$ cat src/rtl/cvsl_pkg.sv
package cvsl_pkg;

  // Fixed sizes of the line window and the job queue.
  localparam int unsigned WIN_LINES = 8;
  localparam int unsigned QDEPTH    = 4;
  localparam int unsigned DEF_MAX_WIDTH = 1024;

  // Register indexes on the configuration port.
  localparam logic [1:0] REG_VERT_SHIFT = 2'd0;
  localparam logic [1:0] REG_LOW_PASS   = 2'd1;
  localparam logic [1:0] REG_WIDTH      = 2'd2;
  localparam logic [1:0] REG_HEIGHT     = 2'd3;

  typedef struct packed {
    logic [7:0] luma_in;
    logic [7:0] chroma_in;
    logic       frame_start;
  } in_item_t;

  typedef struct packed {
    logic [7:0] luma_out;
    logic [7:0] chroma_out;
    logic [9:0] out_row;
    logic       run_last;
  } out_item_t;

  // Decoded settings shared by the front and back parts.
  typedef struct packed {
    logic        pos;
    logic        neg;
    logic [2:0]  d;
    logic [2:0]  f;
    logic        lp;
    logic [10:0] h;
    logic [2:0]  look;
  } cfg_t;

  // One word column of the window plus the range of rows to emit.
  typedef struct packed {
    logic [WIN_LINES-1:0][15:0] words;
    logic [9:0]                 row_first;
    logic [9:0]                 row_last;
  } job_t;

endpackage

$ cat src/rtl/cvsl_queue.sv
module cvsl_queue (
  input  logic           clk_i,
  input  logic           rst_ni,
  input  logic           push_i,
  input  cvsl_pkg::job_t job_i,
  input  logic           pop_i,
  output cvsl_pkg::job_t head_o,
  output logic           empty_o,
  output logic [2:0]     count_o
);
  import cvsl_pkg::*;

  localparam int unsigned PW = $clog2(QDEPTH);

  job_t          slots_q [QDEPTH];
  logic [PW-1:0] wr_q, rd_q;
  logic [2:0]    cnt_q;

  assign head_o  = slots_q[rd_q];
  assign empty_o = (cnt_q == '0);
  assign count_o = cnt_q;

  // Pointers and fill level.
  always_ff @(posedge clk_i or negedge rst_ni) begin
    if (!rst_ni) begin
      wr_q  <= '0;
      rd_q  <= '0;
      cnt_q <= '0;
    end else begin
      if (push_i) wr_q <= wr_q + 1'b1;
      if (pop_i)  rd_q <= rd_q + 1'b1;
      cnt_q <= cnt_q + {2'b0, push_i} - {2'b0, pop_i};
    end
  end

  always_ff @(posedge clk_i) begin
    if (push_i) slots_q[wr_q] <= job_i;
  end

  a_over: assert property (@(posedge clk_i) disable iff (!rst_ni)
    push_i |-> (cnt_q != 3'(QDEPTH)) || pop_i) else $error("queue overflow");
  a_under: assert property (@(posedge clk_i) disable iff (!rst_ni)
    pop_i |-> !empty_o) else $error("queue underflow");

endmodule

$ cat config.mk
export PLATFORM = sky130hd
export DESIGN_NAME = cvsl_queue
export DESIGN_NICKNAME = d
export VERILOG_FILES = /design/src/rtl/cvsl_pkg.sv /design/src/rtl/cvsl_queue.sv
export SDC_FILE = /design/constraint.sdc
export NUM_CORES = 1
export LEC_CHECK = 0
export BUFFER_PORTS_ARGS = -buffer_cell sky130_fd_sc_hd__buf_2
export CORE_UTILIZATION = 50
export CTS_BUF_LIST = sky130_fd_sc_hd__clkbuf_4
export CTS_CLUSTER_SIZE = 8
export DETAILED_ROUTE_END_ITERATION = 10
export HOLD_SLACK_MARGIN = 0.06
export PLACE_DENSITY = 0.73
export SLEW_MARGIN = 20
export SYNTH_ARGS = -nofsm -noshare
export SYNTH_HDL_FRONTEND = slang
export SYNTH_SLANG_ARGS = --single-unit
$ cat constraint.sdc
create_clock -name clk_i -period 9.2 [get_ports clk_i]
set_clock_uncertainty 0.2 [all_clocks]
set_input_delay 1.84 -clock clk_i [delete_from_list [all_inputs] [get_ports clk_i]]
set_output_delay 1.84 -clock clk_i [all_outputs]
set_load 0.02 [all_outputs]
Word-level counts from Yosys, hierarchy flattened
Memories as Yosys holds them, arrays and structs flattened.
Index checks and enable logic that the tools add are counted.
W data, S select, Z words.

storage, ports and cells
  word-level logic and storage cells = 11
  memory bits (writable) = 592
  memories = 1
  latch bits = 0
  output and inout bits = 152
  ROM bits = 0
  register bits = 7

operators by class
  $mul = 0
  equal/unequal tests = 0
  order comparisons = 0
  shift-type cells = 0
  muxes and demuxes = 2
  add/sub/neg operators = 4
  bitwise logic cells = 0
  reduce and logical (&&, ||, !) cells = 1
  div/mod/pow operators = 0

memory list
  name     words  bits a word  rd ports  clocked after memory_dff  wr ports  line              RTL
  slots_q  4      148          1         0                         1         cvsl_queue.sv:15  job_t slots_q [QDEPTH];

operators with widths
  operator               number
  $add A2 B1 Y2 const B  2
  $add A3 B1 Y3          1
  $logic_not A3 Y1       1
  $sub A3 B1 Y3          1
  $mux W1                2

Logic depth before layout (Yosys ltp)
  depth in word-level cells = 2
  gate-level depth with buffers = 7
  mapped depth without buffers = 7

Worst setup path after synthesis
Ideal clock, no wire load.

  path type = input to register
  start = input push_i
  end = memory slots_q[0][0] (netlist bit), enable pin
  buffers on the path = 0
  arrival time = 5.219 ns
  stages on the path = 1
  slack = 3.257 ns
  cells stage by stage = and2_1

on the way
  longest elaborated chain between the ends = 2

RTL lines
  what                           line              RTL
  start, declared                cvsl_queue.sv:4   input logic push_i,
  $mux W1                        cvsl_queue.sv:37  if (push_i) slots_q[wr_q] <= job_i;
  $mux W1 (not written as such)  cvsl_queue.sv:37
  end, declared                  cvsl_queue.sv:15

Every way passes these cells.

==> flow_metrics.tcl <==
set metrics [dict create \
    routedWlPerCell_um 21.3 \
    ios 304 \
    switching_power_mw 2.71 \
    path_class "reg -> out" \
    grt.total_usage_pct 19.2 \
    crit_arrival_ps 3390 \
    utilization_pct 59.9 \
    power_frac_comb_pct 30.5 \
    slew_viol_final 0 \
    worst_setup_path_start_kind "flop" \
    maxCapViolations 0 \
    grt_max_degree 78 \
    p_clk_share_pct 25.3 \
    antenna_left 0 \
    critical_path_peak_fanout 42 \
    whs_ps 340 \
    peakVddDrop_v 0.000323 \
    drc 0 \
    finalWirelength_mm 41.0 \
    cellPowerDensity_nw_per_um2 330 \
    power_frac_seq_pct 44.1 \
    yosysWarnings 0 \
    io_buffer_count 303 \
    fillers 3140 \
    critPathTopFamily "buffers and inverters" \
    coreArea_um2 43000 \
    clockRootBuffer "clkbuf_4" \
    outcome "finished, final reports clean" \
    cts_htree_levels 4 \
    antenna_found_initial 10 \
    cp_slowest_stage_delay_ps 840 \
    start_util_pct 50.5 \
    ys_ff_latch 599 \
    cts_tree "built" \
    netSwitchingFraction_pct 31.9 \
    cp_slowest_cell "dfrtp_4" \
    grt_pass1_wl_mm 61.6 \
    relSlewSlack_pct 31.4 \
    vias 10157 \
    grt-ovfl-total 0 \
    stdcell_area_um2 25700 \
    p_int_mw 5.78 \
    hpwl_mm 23.5 \
    clock_latency_ps 910 \
    p_total_mw 8.50 \
    endpoint_kind "output pin" \
    cts_made_buffers 150 \
    max-clock-path-buffers 3 \
    tns_ps 0 \
    cts.sinks 599 \
    syn_area_um2 21700 \
    gp_congestion 0.725 \
    cts.reportedPaths.clkPinSlew_ps 60 \
    yosysSeqAreaShare_pct 82.6 \
    dieArea_um2 44300 \
    cp.required_ps 7160 \
    drt-initial-drc-count 634 \
    post_cts_buffers 0 \
    power.static_leakage_nw 8.96 \
    drive_above_1_share_pct 52.1 \
    fmax_ghz 0.184 \
    crit_chain "buf_4, mux4_2, buf_2" \
    use_met2_pct 29.9 \
    final_hold_viol_count 0 \
    cts_resized 0 \
    dr.pass1.iters 5 \
    num_rows 76 \
    hp-class "reg -> reg" \
    use_met3_pct 7.88 \
    nets 1399 \
    setup_viol 0 \
    dpl_cell_area_um2 23900 \
    cts_hold_buf 0 \
    syn_nets 966 \
    synth_cell_types 16 \
    area_delta_synth_final_pct 18.4 \
    path_buf_inv 2 \
    busiest_layer "met2" \
    period_share_pct 59.0 \
    use_met1_pct 23.3 \
    die_h_um 210 \
    rsz0062_at_grt "no" \
    worstMarginPinSlew_ps 1030 \
    synthCells 807 \
    die_x_um 210 \
    grt_pass1_vias 11137 \
    vias_per_cell 5.27 \
    syn_avg_cell_area_um2 26.9 \
    period_needed_ps 5430 \
]
## per-stage QoR
stage | setup WS [ps] | std cells
finish | 3770 | 1929
global route | 3400 | 1928
CTS | 3500 | 1924
detailed placement | 4590 | 1673
global placement | 4600 | 1673
floorplan | 3260 | 807
## cells by family after synthesis
family	share of synthesized area, %
flops	82.6
mux	15.3
buf+inv	1.19
fa+ha+maj	0.438
simple gates	0.173
xor+xnor	0.202
compound gates	0.0230
## synthesized netlist by cell type (all sizes together)
library cell    n  area share [%]
dfrtp           7            0.81
mux4          148              15
fa              1           0.092
edfxtp        592              82
and2            4            0.12
nand2           2           0.035
o21ai           1           0.023
xnor2           3            0.12
ha              6            0.35
clkbuf          4           0.069
nor3            1           0.023
buf            30             1.0
xor2            2           0.081
inv             6            0.10
## path summary, 6_finish.rpt
check | from | slack [ps] | to | cells after the start
min in group asynchronous | rst_ni | 540 | count_o[0] | 1
min | wr_q[0] | 340 | wr_q[0] | 1
max in group asynchronous | rst_ni | 8060 | rd_q[1] | 1
max | rd_q[0] | 3770 | head_o[40] | 3
min reg2reg | wr_q[0] | 340 | wr_q[0] | 1
max reg2reg | wr_q[0] | 6430 | slots_q[2][122] | 4
## layer usage
layer	vias up	wire length, um
met5	-	82
met4	12	971
met3	85	3290
met2	381	20400
met1	5204	16300
li1	4475	-
## cell usage in the layout (no fill, tap or decap), types with 4 or more instances in the layout
cell type  synthesis  layout
and2_4             0       4
buf_4              1      11
dfrtp_1            7       5
ha_1               6       6
inv_2              0       5
clkinv_2           0       5
buf_2             18     303
mux4_2           148     148
inv_1              6       6
clkbuf_4           0     215
clkinv_1           0      22
diode_2            0       5
bufinv_16          0       4
edfxtp_1         592     592
## flip-flops by register name, summed over array words and instances, names as in the netlist
name	count
slots_q	592
rd_q	2
count_o	3
wr_q	2
## power groups by stage
stage               clock [mW]  sequential (mW)  combinational (mW)
CTS                       2.23             3.76                2.66
global placement             0             3.79                2.64
detailed placement           0             3.82                2.65
floorplan                    0             3.77                1.91
global route              2.37             3.80                2.77
finish                    2.15             3.75                2.59
## area by class of cell
cell class / instances / area, um^2 / area share (%)
clock buffer: 215 / 1610 / 6.27
clock inverter: 36 / 246 / 0.958
timing repair buffer: 315 / 1620 / 6.29
inverter: 6 / 22.5 / 0.0875
sequential: 599 / 18000 / 69.8
tap: 585 / 732 / 2.84
multi-input combinational: 168 / 3520 / 13.7
antenna: 5 / 12.5 / 0.0486
Note: power is estimated with default switching activity, not from simulation.
