[config.mk]
export PLATFORM = sky130hd
export DESIGN_NAME = cvsl_back
export DESIGN_NICKNAME = d
export VERILOG_FILES = /design/src/rtl/cvsl_pkg.sv /design/src/rtl/cvsl_back.sv
export SDC_FILE = /design/constraint.sdc
export NUM_CORES = 1
export LEC_CHECK = 0
export BUFFER_PORTS_ARGS = -buffer_cell sky130_fd_sc_hd__buf_2
export CAP_MARGIN = 20
export CORE_ASPECT_RATIO = 2
export CORE_MARGIN = 2
export CORE_UTILIZATION = 61
export DETAILED_ROUTE_END_ITERATION = 6
export HOLD_SLACK_MARGIN = 0.08
export PLACE_DENSITY_LB_ADDON = 0.12
export SLEW_MARGIN = 10
export SYNTH_ARGS = -nofsm -noshare
export SYNTH_HDL_FRONTEND = slang
export SYNTH_SLANG_ARGS = --single-unit
[constraint.sdc]
create_clock -name clk_i -period 13.93 [get_ports clk_i]
set_input_delay 0.6965 -clock clk_i [delete_from_list [all_inputs] [get_ports clk_i]]
set_output_delay 0.6965 -clock clk_i [all_outputs]
set_load 0.1 [all_outputs]
[src/rtl/cvsl_pkg.sv]
package cvsl_pkg;

  // Fixed sizes of the line window and the job queue.
  localparam int unsigned WIN_LINES = 8;
  localparam int unsigned QDEPTH    = 4;
  localparam int unsigned DEF_MAX_WIDTH = 1024;

  // Register indexes on the configuration port.
  localparam logic [1:0] REG_VERT_SHIFT = 2'd0;
  localparam logic [1:0] REG_LOW_PASS   = 2'd1;
  localparam logic [1:0] REG_WIDTH      = 2'd2;
  localparam logic [1:0] REG_HEIGHT     = 2'd3;

  typedef struct packed {
    logic [7:0] luma_in;
    logic [7:0] chroma_in;
    logic       frame_start;
  } in_item_t;

  typedef struct packed {
    logic [7:0] luma_out;
    logic [7:0] chroma_out;
    logic [9:0] out_row;
    logic       run_last;
  } out_item_t;

  // Decoded settings shared by the front and back parts.
  typedef struct packed {
    logic        pos;
    logic        neg;
    logic [2:0]  d;
    logic [2:0]  f;
    logic        lp;
    logic [10:0] h;
    logic [2:0]  look;
  } cfg_t;

  // One word column of the window plus the range of rows to emit.
  typedef struct packed {
    logic [WIN_LINES-1:0][15:0] words;
    logic [9:0]                 row_first;
    logic [9:0]                 row_last;
  } job_t;

endpackage

[src/rtl/cvsl_back.sv]
module cvsl_back (
  input  logic                clk_i,
  input  logic                rst_ni,
  input  cvsl_pkg::cfg_t      cfg_i,
  input  cvsl_pkg::job_t      head_i,
  input  logic                empty_i,
  output logic                pop_o,
  output logic                out_valid_o,
  input  logic                out_stall_i,
  output cvsl_pkg::out_item_t out_data_o
);
  import cvsl_pkg::*;

  logic [9:0]  k_q, k_cur;
  logic        started_q, fire;
  logic [7:0][7:0] ch;
  logic [10:0] kx;
  logic [7:0]  sa, sb, sc, res;
  logic [9:0]  sum;
  logic        out_valid_q;
  out_item_t   out_q, out_d;

  // Vertical interpolation of one row from the column of chroma bytes.
  function automatic logic [7:0] shift_at(input logic [7:0][7:0] c,
                                          input logic [10:0] k, input cfg_t cf);
    logic [2:0]  ia, ib;
    logic [3:0]  wa, wb;
    logic [11:0] acc;
    logic [7:0]  r;
    r = c[k[2:0]];
    if (cf.pos && (k + {8'b0, cf.d} + 11'd1 < cf.h)) begin
      ia  = k[2:0] + cf.d;
      ib  = ia + 3'd1;
      wa  = 4'd8 - {1'b0, cf.f};
      wb  = {1'b0, cf.f};
      acc = {4'b0, c[ia]} * {8'b0, wa} + {4'b0, c[ib]} * {8'b0, wb};
      r   = acc[10:3];
    end else if (cf.neg && (k > {8'b0, cf.d})) begin
      ib  = k[2:0] - cf.d;
      ia  = ib - 3'd1;
      wa  = {1'b0, cf.f};
      wb  = 4'd8 - {1'b0, cf.f};
      acc = {4'b0, c[ia]} * {8'b0, wa} + {4'b0, c[ib]} * {8'b0, wb};
      r   = acc[10:3];
    end
    return r;
  endfunction

  assign fire  = !empty_i && (!out_valid_q || !out_stall_i);
  assign k_cur = started_q ? k_q : head_i.row_first;
  assign pop_o = fire && (k_cur == head_i.row_last);

  // Shift, then the optional 1-2-1 filter across three shifted rows.
  always_comb begin
    for (int i = 0; i < WIN_LINES; i++) ch[i] = head_i.words[i][15:8];
    kx  = {1'b0, k_cur};
    sa  = shift_at(ch, kx - 11'd1, cfg_i);
    sb  = shift_at(ch, kx, cfg_i);
    sc  = shift_at(ch, kx + 11'd1, cfg_i);
    sum = {2'b0, sa} + {1'b0, sb, 1'b0} + {2'b0, sc};
    res = (cfg_i.lp && (kx >= 11'd1) && (kx <= cfg_i.h - 11'd2)) ? sum[9:2] : sb;
    out_d.luma_out   = head_i.words[k_cur[2:0]][7:0];
    out_d.chroma_out = res;
    out_d.out_row    = k_cur;
    out_d.run_last   = (k_cur == head_i.row_last);
  end

  // Row walk over the head job and the output register.
  always_ff @(posedge clk_i or negedge rst_ni) begin
    if (!rst_ni) begin
      started_q   <= 1'b0;
      k_q         <= '0;
      out_valid_q <= 1'b0;
    end else begin
      if (fire) begin
        started_q <= !pop_o;
        k_q       <= k_cur + 10'd1;
      end
      if (!out_valid_q || !out_stall_i) out_valid_q <= fire;
    end
  end

  always_ff @(posedge clk_i) begin
    if (fire) out_q <= out_d;
  end

  assign out_valid_o = out_valid_q;
  assign out_data_o  = out_q;

  a_walk: assert property (@(posedge clk_i) disable iff (!rst_ni)
    fire |-> k_cur <= head_i.row_last) else $error("row walk past range");

endmodule

# After elaboration in Yosys (flattened, before gate mapping)
# Index checks and enable logic that the tools add are counted.
# word_totals
ff_bits,39
in_bits,175
out_inout_bits,29
wordCells,129
# op_classes
add_sub_neg,31
multipliers,12
magnitude_cmp,23
eq_ne,1
n_mux,40
n_reduce_logical,15
# op_table
cell,count
8-bit binary-select mux with 3-bit select,15
8-bit two-way mux,23
11-bit adder,6
8-bit by 3-bit multiplier with 11-bit output,6
8-bit by 4-bit multiplier with 11-bit output,6
3-bit by 4-bit less-than comparator with 1-bit output (second input constant),15
16-bit binary-select mux with 3-bit select,1
11-bit by 1-bit adder with 11-bit output (second input constant),3
11-bit less-than comparator,3
11-bit by 3-bit adder with 11-bit output,2
11-bit by 3-bit greater-than comparator with 1-bit output,2
10-bit by 1-bit adder with 11-bit output (second input constant),1
10-bit by 3-bit adder with 11-bit output,1
10-bit by 11-bit less-or-equal comparator with 1-bit output,1
10-bit by 1-bit subtractor with 11-bit output (second input constant),1
11-bit by 2-bit subtractor with 11-bit output (second input constant),1
10-bit by 1-bit adder with 10-bit output (second input constant),1
10-bit by 8-bit adder with 10-bit output,1
8-bit by 9-bit adder with 10-bit output,1
10-bit == test,1
10-bit by 1-bit greater-or-equal comparator with 1-bit output (second input constant),1
10-bit by 3-bit greater-than comparator with 1-bit output,1
1-bit logical AND,10
10-bit two-way mux,1
7 further kinds,18

# Logic depth before layout (Yosys ltp)
# logic_depth
depth_word,13
mapped_depth,47

# Worst setup path before layout
# OpenSTA, ideal clock, no wires.
# synth_path
path_type,flip-flop to flip-flop
start,reg started_q
end,"reg out_q (netlist bit out_data_o[18]), data pin"
setup_time_ns,0.254
t_arrival_ns,10.999
path_slack_ns,2.676
path_stages_with_launch,48
path_buffers,9
synth_period_minus_slack_ns,11.254
path_cell_list,dfrtp_1 buf_2 buf_1 mux2i_1 clkbuf_1 buf_1 clkbuf_1 buf_1 ha_1 inv_1 clkbuf_1 fa_1 clkbuf_1 clkinv_1 ha_1 buf_1 mux4_2 mux2_2 (+12 left out) nor2_1 nor2b_1 or3_1 nand3_1 o21ai_0 a21oi_1 fa_1 inv_1 ha_1 nor2b_1 o21ai_0 nand2_1 a21oi_1 o21ai_0 a21o_1 a21oi_1 nand2_1 o21a_1
# synth_lines
item,line,rtl
"start, declared",cvsl_back.sv:15,"logic started_q, fire;"
"start signal, assigned",cvsl_back.sv:76,started_q <= !pop_o;
"end signal, assigned",cvsl_back.sv:84,if (fire) out_q <= out_d;
"end, declared",cvsl_back.sv:21,"out_item_t out_q, out_d;"

==> impl_metrics.toml <==
[clock_tree]
cts_made_buffers = 5
cts_sinks = 39
cts_hold_buf = 0
ctsResizeCount = 0
clk_transition_reported_paths_ns = 0.06
cts_setup_buffers = 0
clockBufferDepth = 2
h-tree-depth = 2
clock_latency_ns = 0.29
cts_root_buf = "clkbuf_16"
tritoncts = "done"

[layout]
fin_nets = 2951
nFillCells = 2774
finalNonFillerCells = 2812
layout-drive-gt1-share_pct = 17.6
syn_to_final_growth_pct = 8.34
diodes = 0

[synth]
synth.distinct_cells = 77
avgSynthCellArea_um2 = 8.88
synth_mux_area_share_pct = 22.4
syn-num-nets = 2811
synth-seq-cells = 39
synth_cells = 2244
synth-simple-area-share_pct = 18.2
synth-xor-area-share_pct = 6.70
synth-compound-area-share_pct = 7.21
synth_fa_ha_area_share_pct = 32.5
async_flop_share_pct = 30.8
synthFlopType = "edfxtp_1"
synth-seq-area-share_pct = 5.58
yosys_warnings = 0
synth_edf_count = 27
syn-cell-area_um2 = 19900
synth_top_family_by_area = "adder cells"

[route]
postRouteWirelength_mm = 72.4
ant_nets = 0
firstDrtPassIters = 5
routed_via_density = 6.54
drt_iter0_markers = 1402
post_drt_wl_per_cell_um = 25.7
drc_errors = 0
vias = 18400

[floorplan]
num_rows = 93
io_pins = 204
fp.dieH_um = 260
initial_core_util_pct = 61.8
die-area_um2 = 34200
fp.dieW_um = 132
core_area_um2 = 32200

[placement]
dp_hpwl_mm = 56.9
dpl.cell_count = 2803
gp_congestion = 1.01
io_buffers = 200

[grt]
grt_pass1_vias = 19200
grt_max_degree = 58
grt_first_pass_wirelength_mm = 112
grtUsageTotal_pct = 43.3
antenna_found_initial = 0
grt-ovfl-total = 0

[timing]
hold_viol = 0
post-route-period-util_pct = 85.3
max_slew.worst_pin.slew_ns = 1.28
setup_violations = 0
max_freq_ghz = 0.0842
rsz0062_at_grt = "false"
final.min_clock_period_ns = 11.88
slew_viol_final = 0
slew_headroom_pct = 13.8
tns_ns = 0
clock_skew_ns = 0.00292

[worst_hold_path]
hold_path.class = "input pin to async pin"

[flow_run]
maxCapViolCount = 0

[setup_path]
crit_fanout = 37
critPathSlowestCell = "xnor3_1"
worstSetupPathType = "register to register"
crit_path_start_kind = "register"
critPathRequiredTime_ns = 13.90
cp.arrival_ns = 11.86
max_stage_delay_ns = 0.99
path_common_cell = "fa_1"
endpoint_kind = "register"

[run_status]
status = "complete, no violations"
## layout make-up
type                    count  area, µm²  area share, %
flip-flops and latches     39       1110           5.15
clock inverters             3       46.3          0.214
well taps                 427        534           2.47
inverters                 280       1050           4.87
multi-input cells        1824      17400           80.8
repair buffers            234       1270           5.90
clock buffers               5        125          0.580
## cells by family (layout without fill, tap and decap cells)
| group | after synthesis | after routing |
|---|---|---|
| simple gates | 783 | 783 |
| fa+ha+maj | 392 | 392 |
| buf+inv | 381 | 522 |
| mux | 290 | 290 |
| compound gates | 218 | 218 |
| xor+xnor | 141 | 141 |
| flops | 39 | 39 |
## path summary, 6_finish.rpt
check / from / to / slack [ns] / cells after the start
worst max-delay path: started_q / out_data_o[16] / 2.05 / 33
worst min-delay path: rst_ni / k_q[7] / 0.30 / 1
worst max register to register: started_q / out_data_o[16] / 2.05 / 33
worst min register to register: out_valid_o / out_valid_o / 0.49 / 2
max in group asynchronous: rst_ni / k_q[4] / 13.39 / 1
min in group clk_i: out_valid_o / out_valid_o / 0.49 / 2
## synthesized netlist by cell type, types with 4 or more instances
master    instances  area [µm²]
a21o_1            7        52.6
a21oi_1          53         265
a311oi_1         14         123
a31oi_1           9        56.3
and2_1           34         213
and3_1           21         131
buf_1            20        75.1
buf_2             5        25.0
buf_4             5        37.5
clkbuf_1         70         263
clkinv_1          7        26.3
dfrtp_1          12         300
edfxtp_1         27         811
fa_1            209        4180
ha_1            183        2290
inv_1           271        1020
mux2_2           45         507
mux2i_1         125        1250
mux4_1           10         263
mux4_2          107        2410
nand2_1         271        1020
nand2b_1         54         338
nand3_1          61         305
nand4_1          15        93.8
nand4b_1          4        35.0
nor2_1          199         747
nor2b_1          64         400
nor3_1           37         185
nor4_1            6        37.5
o21a_1           17         128
o21ai_0          63         315
o21bai_1          4        30.0
o22ai_1           5        31.3
o31a_1            7        61.3
or3_1             4        25.0
xnor2_1         102         893
xnor3_1           5         113
xor2_1           31         272
## flip-flops by register name, summed over array words and instances (netlist names)
name and cells:
out_data_o 27, k_q 10, started_q 1, out_valid_o 1
## critical path: cells and delay by family (launching register included)
kind	cells	cell delay [ns]
compound gates	5	0.78
fa+ha+maj	9	4.19
buf+inv	5	1.84
xor+xnor	4	1.97
flops	1	0.32
mux	3	1.15
simple gates	7	1.29
## placed cells by master, fill, tap and decap left out, drive strengths merged, types with 37 or more instances in the layout
| cell | instances |
|---|---|
| inv | 273 |
| nand2 | 271 |
| buf | 234 |
| fa | 209 |
| nor2 | 199 |
| ha | 183 |
| mux2i | 128 |
| mux4 | 117 |
| xnor2 | 102 |
| nor2b | 64 |
| o21ai | 63 |
| nand3 | 61 |
| nand2b | 54 |
| a21oi | 54 |
| mux2 | 45 |
| nor3 | 37 |
## through the flow
stage	hold slack, ns	cell area (µm²)	worst slack, ns	util (%)
final	0.299	21600	2.05	67.0
after global routing	0.311	21600	1.50	67.0
after CTS	0.299	21600	2.29	67.0
after detailed placement	0.481	21400	2.33	66.4
after global placement	0.472	21400	2.57	66.3
after floorplan	0.401	19900	2.68	-
## routing by layer
metal / track usage (%) / up-vias / wire, µm
met1: 44.0 / 8946 / 22500
met5: 0 / - / 0
met4: 45.9 / 0 / 9540
met2: 71.5 / 1091 / 34300
li1: - / 7936 / -
met3: 9.03 / 426 / 6090
Power is left out: the tool's default activity adds up to more than one toggle a clock period on the data nets, which glitch-free logic cannot reach.
